--- config.mk ---
export PLATFORM = sky130hd
export DESIGN_NAME = mpfe_div
export DESIGN_NICKNAME = d
export VERILOG_FILES = /design/src/mpfe_pkg.sv /design/src/mpfe_div.sv
export SDC_FILE = /design/constraint.sdc
export NUM_CORES = 1
export LEC_CHECK = 0
export BUFFER_PORTS_ARGS = -buffer_cell sky130_fd_sc_hd__buf_2
export CORE_MARGIN = 2
export CORE_UTILIZATION = 65
export CTS_CLUSTER_SIZE = 25
export DETAILED_ROUTE_END_ITERATION = 7
export GPL_ROUTABILITY_DRIVEN = 0
export PLACE_DENSITY = 0.94
export RECOVER_POWER = 50
export SLEW_MARGIN = 20
export SYNTH_ARGS = -nofsm -noshare
export SYNTH_HDL_FRONTEND = slang
export SYNTH_SLANG_ARGS = --single-unit
--- constraint.sdc ---
create_clock -name clk -period 7.1 [get_ports clk]
set_input_delay 0.355 -clock clk [delete_from_list [all_inputs] [get_ports clk]]
set_output_delay 0.355 -clock clk [all_outputs]
set_load 0.05 [all_outputs]
--- src/mpfe_pkg.sv ---
// Shared constants and types for the monochrome page frame store engine.
package mpfe_pkg;
	localparam int unsigned COLUMNS_DEF = 128;
	localparam int unsigned PAGES_DEF = 8;

	typedef enum logic [1:0] {
		OP_PIXEL = 2'd0,
		OP_LINE = 2'd1,
		OP_FILL = 2'd2,
		OP_REFRESH = 2'd3
	} op_t;

	localparam logic [1:0] PEN_OFF = 2'd0;
	localparam logic [1:0] PEN_SET = 2'd1;
	localparam logic [1:0] PEN_INVERT = 2'd2;
	localparam logic [1:0] PEN_NONE = 2'd3;

	localparam logic [7:0] CMD_PAGE_BASE = 8'hB0;
	localparam logic [7:0] CMD_COL_HIGH = 8'h10;
	localparam logic [7:0] CMD_COL_LOW = 8'h00;

	typedef struct packed {
		logic [1:0] op;
		logic [1:0] pen;
		logic [7:0] x_start;
		logic [7:0] y_start;
		logic [7:0] x_end;
		logic [7:0] y_end;
		logic [2:0] page_sel;
	} req_t;

	typedef struct packed {
		logic        is_data;
		logic [63:0] payload;
		logic [3:0]  byte_count;
		logic        last;
	} rsp_t;

	// Divider handshake between the sequencer and the rounding divider.
	typedef struct packed {
		logic        start;
		logic [16:0] num;
		logic [8:0]  den;
	} div_req_t;

	typedef struct packed {
		logic       done;
		logic [8:0] quot;
	} div_rsp_t;
endpackage

--- src/mpfe_div.sv ---
// Shared restoring divider: rounds num/den half away from zero, one bit a cycle.
module mpfe_div (
	input  logic                    clk,
	input  logic                    arst_n,
	input  mpfe_pkg::div_req_t      req,
	output mpfe_pkg::div_rsp_t      rsp
);
	// Unsigned quotient of (2n + d) / (2d), sign applied at the end.
	logic [17:0] rem_q;
	logic [17:0] dvd_q;
	logic [9:0]  dvs_q;
	logic        neg_q;
	logic [4:0]  cnt_q;
	logic        busy_q;
	logic        done_q;
	logic [16:0] abs_n;
	logic        neg_n;
	logic [18:0] trial;
	logic [17:0] rem_sh;
	logic [8:0]  q_mag;

	assign neg_n = req.num[16];
	assign abs_n = neg_n ? (17'd0 - req.num) : req.num;
	assign rem_sh = {rem_q[16:0], dvd_q[17]};
	assign trial = {1'b0, rem_sh} - {9'd0, dvs_q};
	assign q_mag = dvd_q[8:0];
	assign rsp.done = done_q;
	assign rsp.quot = neg_q ? (9'd0 - q_mag) : q_mag;

	always_ff @(posedge clk or negedge arst_n) begin
		if (!arst_n) begin
			busy_q <= 1'b0;
			done_q <= 1'b0;
			cnt_q <= '0;
			rem_q <= '0;
			dvd_q <= '0;
			dvs_q <= '0;
			neg_q <= 1'b0;
		end else begin
			done_q <= 1'b0;
			if (req.start) begin
				busy_q <= 1'b1;
				cnt_q <= 5'd18;
				rem_q <= '0;
				dvd_q <= {abs_n, 1'b0} + {9'd0, req.den};
				dvs_q <= {req.den, 1'b0};
				neg_q <= neg_n;
			end else if (busy_q) begin
				if (!trial[18]) begin
					rem_q <= trial[17:0];
				end else begin
					rem_q <= rem_sh;
				end
				dvd_q <= {dvd_q[16:0], ~trial[18]};
				cnt_q <= cnt_q - 5'd1;
				if (cnt_q == 5'd1) begin
					busy_q <= 1'b0;
					done_q <= 1'b1;
				end
			end
		end
	end
endmodule

# Yosys cells after proc, flatten, opt, wreduce, memory -nomap -nowiden
# Cells that the tools add are included.
[totals]
register_bits = 52
out_inout_bits = 10
[op_classes]
n_addsub = 5
n_eq_ne = 1
n_mux = 15
n_bitwise = 1
reduce_logical = 1
[op_table]
columns = ["operator", "count"]
rows = [
  ["17-bit two-way mux", 4],
  ["18-bit two-way mux", 2],
  ["18-bit by 10-bit subtractor with 19-bit output", 1],
  ["18-bit by 9-bit adder with 18-bit output", 1],
  ["1-bit by 17-bit subtractor with 17-bit output, first input constant", 1],
  ["5-bit two-way mux", 2],
  ["9-bit two-way mux", 1],
  ["1-bit by 9-bit subtractor with 9-bit output, first input constant", 1],
  ["1-bit two-way mux", 6],
  ["5-bit by 1-bit == test with 1-bit output, second input constant", 1],
  ["5-bit by 1-bit subtractor with 5-bit output, second input constant", 1],
  ["2-bit nonzero test", 1],
  ["1-bit NOT", 1],
]

# Logic depth before layout (Yosys ltp)
[depth]
ltp_word = 4
depth_mapped = 13
depth_no_buf = 13

# Least setup slack after synthesis
# No wires, ideal clock.
[synth_timing]
kind = "input to register"
startpoint = "input req[25] (netlist name)"
endpoint = "register dvd_q[13]"
setup_ns = 0.140
arrival_ns = 2.498
required_ns = 6.960
slack_ns = 4.462
cell_stages = 13
path_cell_list = "clkbuf_1 -> clkbuf_1 -> nand2_1 -> o21ai_0 -> inv_1 -> fa_1 -> nor2b_1 -> o2111ai_1 -> nand3_1 -> nand3b_1 -> nor3_1 -> xor2_1 -> mux2i_1"
[synth_between]
elab_chain_cells = 3
[synth_lines]
columns = ["item", "line", "rtl"]
rows = [
  ["from (decl)", "mpfe_div.sv:5", "input mpfe_pkg::div_req_t req,"],
  ["17-bit two-way mux", "mpfe_div.sv:23", "assign abs_n = neg_n ? (17'd0 - req.num) : req.num;"],
  ["18-bit by 9-bit adder with 18-bit output", "mpfe_div.sv:45", "dvd_q <= {abs_n, 1'b0} + {9'd0, req.den};"],
  ["18-bit two-way mux", "mpfe_div.sv:41", "if (req.start) begin"],
  ["to (signal assigned)", "mpfe_div.sv:45", ""],
  ["to (signal assigned)", "mpfe_div.sv:54", "dvd_q <= {dvd_q[16:0], ~trial[18]};"],
  ["to (decl)", "mpfe_div.sv:10", "logic [17:0] dvd_q;"],
]
# Every way passes these cells.
# A chain may end at the register's enable or synchronous reset.

# Worst setup path after layout
[layout_timing]
startpoint = "input req[26] (netlist name)"
endpoint = "register rem_q[14]"
[layout_between]
elab_chain_cells = 1
elab_cells_between_ends = 2
cone_classes = "mux (1); reduce/logical (1)"
[layout_lines]
columns = ["item", "line", "rtl"]
rows = [
  ["17-bit two-way mux / 2-bit nonzero test (equally long branches)", "-", ""],
  ["to (signal assigned)", "mpfe_div.sv:50", "rem_q <= trial[17:0];"],
  ["to (signal assigned)", "mpfe_div.sv:52", "rem_q <= rem_sh;"],
  ["to (decl)", "mpfe_div.sv:9", "logic [17:0] rem_q;"],
]
# Several ways; a longest one is shown, not always the timed one.

==> impl_results.md <==
* Status: finished with violations
* Failing checks: capacitance limit, slew limit
* Count of final setup violators at 0
* Sequential share of the synthesized area at 33.48%
* Part of the power in registers at 34.0%
* Number of cells upsized or downsized after cts at 0
* Total wire length at 8942 um
* Global-route wire length before repair at 14590 um
* Initial core utilization at 66.42%
* Synth Cell Area at 3886 um^2
* Worst-Skew Late Latency at 0.32 ns
* Die Y at 81.32 um
* Cell accounting for the most synthesized area: dfrtp_1
* Die area at 6613 um^2
* CTS Buf Count at 5
* EDFF count, synth at 0
* Grt ovf at 0
* Setup Buffers After CTS at 0
* Hold Vio Cnt, Final at 0
* RSZ-0062 raised after global routing: false
* First-pass DRT Iterations at 5
* Synth top area cells: dfrtp_1 33%, xnor2_1 7.7%, ha_1 7.1%, mux2i_1 4.9%, o21ai_0 4.9%
* MaxCap Viol Count at 2
* Final Cycle Share at 53.02%
* FMAX at 265.6 MHz
* Fraction of layout cells with a size suffix above 1 at 12.39%
* Mapped Cells at 445
* Top-area cell type share of the netlist area at 33.48%
* CP Launch Type: input pin
* Largest net degree at the start of global routing at 64
* Maximum vdd drop at 0.0001489 V
* Via count at 3340
* Most frequent cell after synthesis: dfrtp_1
* Post-DP HPWL at 6295 um
* CTS Buffer Depth at 2
* Diode count at 0
* Arrival @ worst endpoint at 3.99 ns
* Fin nets at 520
* TritonCTS clock tree: yes
* Syn Nets at 498
* CP Capture Type: register
* Post-synth ARST share at 100.0%
* Switching Share at 43.76%
* Post-synthesis register bit count at 52
* Synth-to-Final Area Change at 7.630%
* YS warnings at 0
* Crit Path Class: input pin to register
* Post-route ant nets at 0
* Total core area at 5851 um^2
* Clock power share at 16.1%
* H-Tree Depth at 2
* P_leak at 1.961 nW
* Pwr dens at 307.8 nW/um^2
* Final core area utilization at 71.49%
* Clock Sinks at 52
* Design area at 4183 um^2
* Vias in the first global route at 3098
* Combinational Power Share at 49.9%
* Setup TNS at 0 ns
* Ys flop type: dfrtp_1
* Initial antenna violation count at 0
* Pin slew with the least headroom to its limit at 2.735 ns
* Post-route minimum period at 3.764 ns
* Total GRT Usage at 28.65%
* Slew headroom at -82.34%
* FILL cells at 417
* CP required at 7.32 ns
* Sw Pwr at 0.5634 mW
* Routed vias/inst at 6.151
* Hold WC Path Type: input pin to register
* Crit path max fanout at 63
* Clock input transition at the sequential cells of the worst setup and hold paths at 0.10 ns
* Clock Skew at 0.01376 ns
* CTS Hold Buffers Added at 0
* Syn_area_per_cell at 8.733 um^2
* Port bufs at 38
* Wire length per cell at 16.47 um
* DR DRC count at 0
* Clk root buf: clkbuf_8
* Synth cell count leaders: 52 x dfrtp_1, 48 x nand2_1, 38 x o21ai_0
* Die Width at 81.32 um
* Yosys cell types at 59
* Top-level I/O count at 39
* Pins over their slew limit at 117
* Std-Cell Rows at 28
* Placed cell areas at 4074 um^2
* Cell Int Power at 0.7241 mW
* Iter 0 DRT Violations at 246
[power by group through the flow]
stage,clock [mW],sequential [mW],combinational [mW]
final,0.208,0.437,0.642
after global placement,0,0.432,0.596
after detailed placement,0,0.437,0.624
after floorplan,0,0.413,0.513
after CTS,0.208,0.434,0.636
after global routing,0.219,0.445,0.702
[routing by layer]
metal / GRT usage [%] / share of wire, % / routed length [um] / vias up
li1: - / - / - / 1615
met1: 38.30 / 44 / 3898 / 1576
met2: 46.15 / 48 / 4310 / 121
met3: 5.333 / 5.3 / 474 / 28
met4: 11.02 / 2.9 / 259 / 0
met5: 0 / 0 / 0 / -
[kinds of logic after synthesis]
kind of cell	after synthesis	share of synthesized area (%)
xor gates and xnor gates	50	11.27
muxes	20	5.183
and+or+nand+nor	138	17.77
adders and majority gates	24	8.113
AOI/OAI and AO/OA	113	19.16
DFF	52	33.48
buffers and inverters	48	5.023
[critical path, stage by stage]
cell,delay [ns]
buf_2,0.07
clkbuf_1,1.73
inv_1,0.97
nand2_1,0.50
inv_1,0.11
a32o_1,0.23
[placed cells by master, fill, tap and decap left out, drive strengths merged, types with 8 or more instances in the layout]
cell type,instances
o21ai,41
inv,24
xor2,16
nand2,48
nor2,34
buf,37
a211oi,11
dfrtp,52
xnor2,34
mux2i,19
nand3,8
a21oi,18
ha,22
o31ai,8
[worst paths after layout]
path / from / to / slack (ns) / cells past startpoint
setup / recovery: req[26] / rem_q[14] / 3.34 / 6
hold / removal: req[1] / dvs_q[2] / 0.28 / 3
setup reg to reg: rem_q[8] / rem_q[4] / 4.15 / 7
hold reg to reg: cnt_q[4] / cnt_q[4] / 0.53 / 2
max in group asynchronous: arst_n / busy_q / 4.30 / 1
min in group asynchronous: arst_n / rem_q[11] / 0.89 / 1
[metrics by stage]
step | instances | power (mW) | hold WS (ns) | setup WS [ns]
floorplan | 445 | 0.9258 | 0.05941 | 4.462
global placement | 535 | 1.028 | 0.5000 | 4.310
detailed placement | 535 | 1.061 | 0.5206 | 4.169
CTS | 543 | 1.278 | 0.2819 | 4.260
global route | 543 | 1.366 | 0.2971 | 2.985
finish | 543 | 1.287 | 0.2761 | 3.336
[cell type report]
type,instances,area (um^2),area share [%]
Clock inverter,3,42.54,1.017
Multi-Input combinational cell,345,2390,57.13
Sequential cell,52,1305,31.20
Clock buffer,5,68.82,1.645
Timing Repair Buffer,39,192.7,4.607
Tap cell,75,93.84,2.243
Inverter,24,90.09,2.154
[state kept, by name (all words and copies together) (netlist names)]
register	flops
busy_q	1
cnt_q	5
done_q	1
dvd_q	18
dvs_q	9
neg_q	1
rem_q	17
Power figures use the tool's default switching activity.
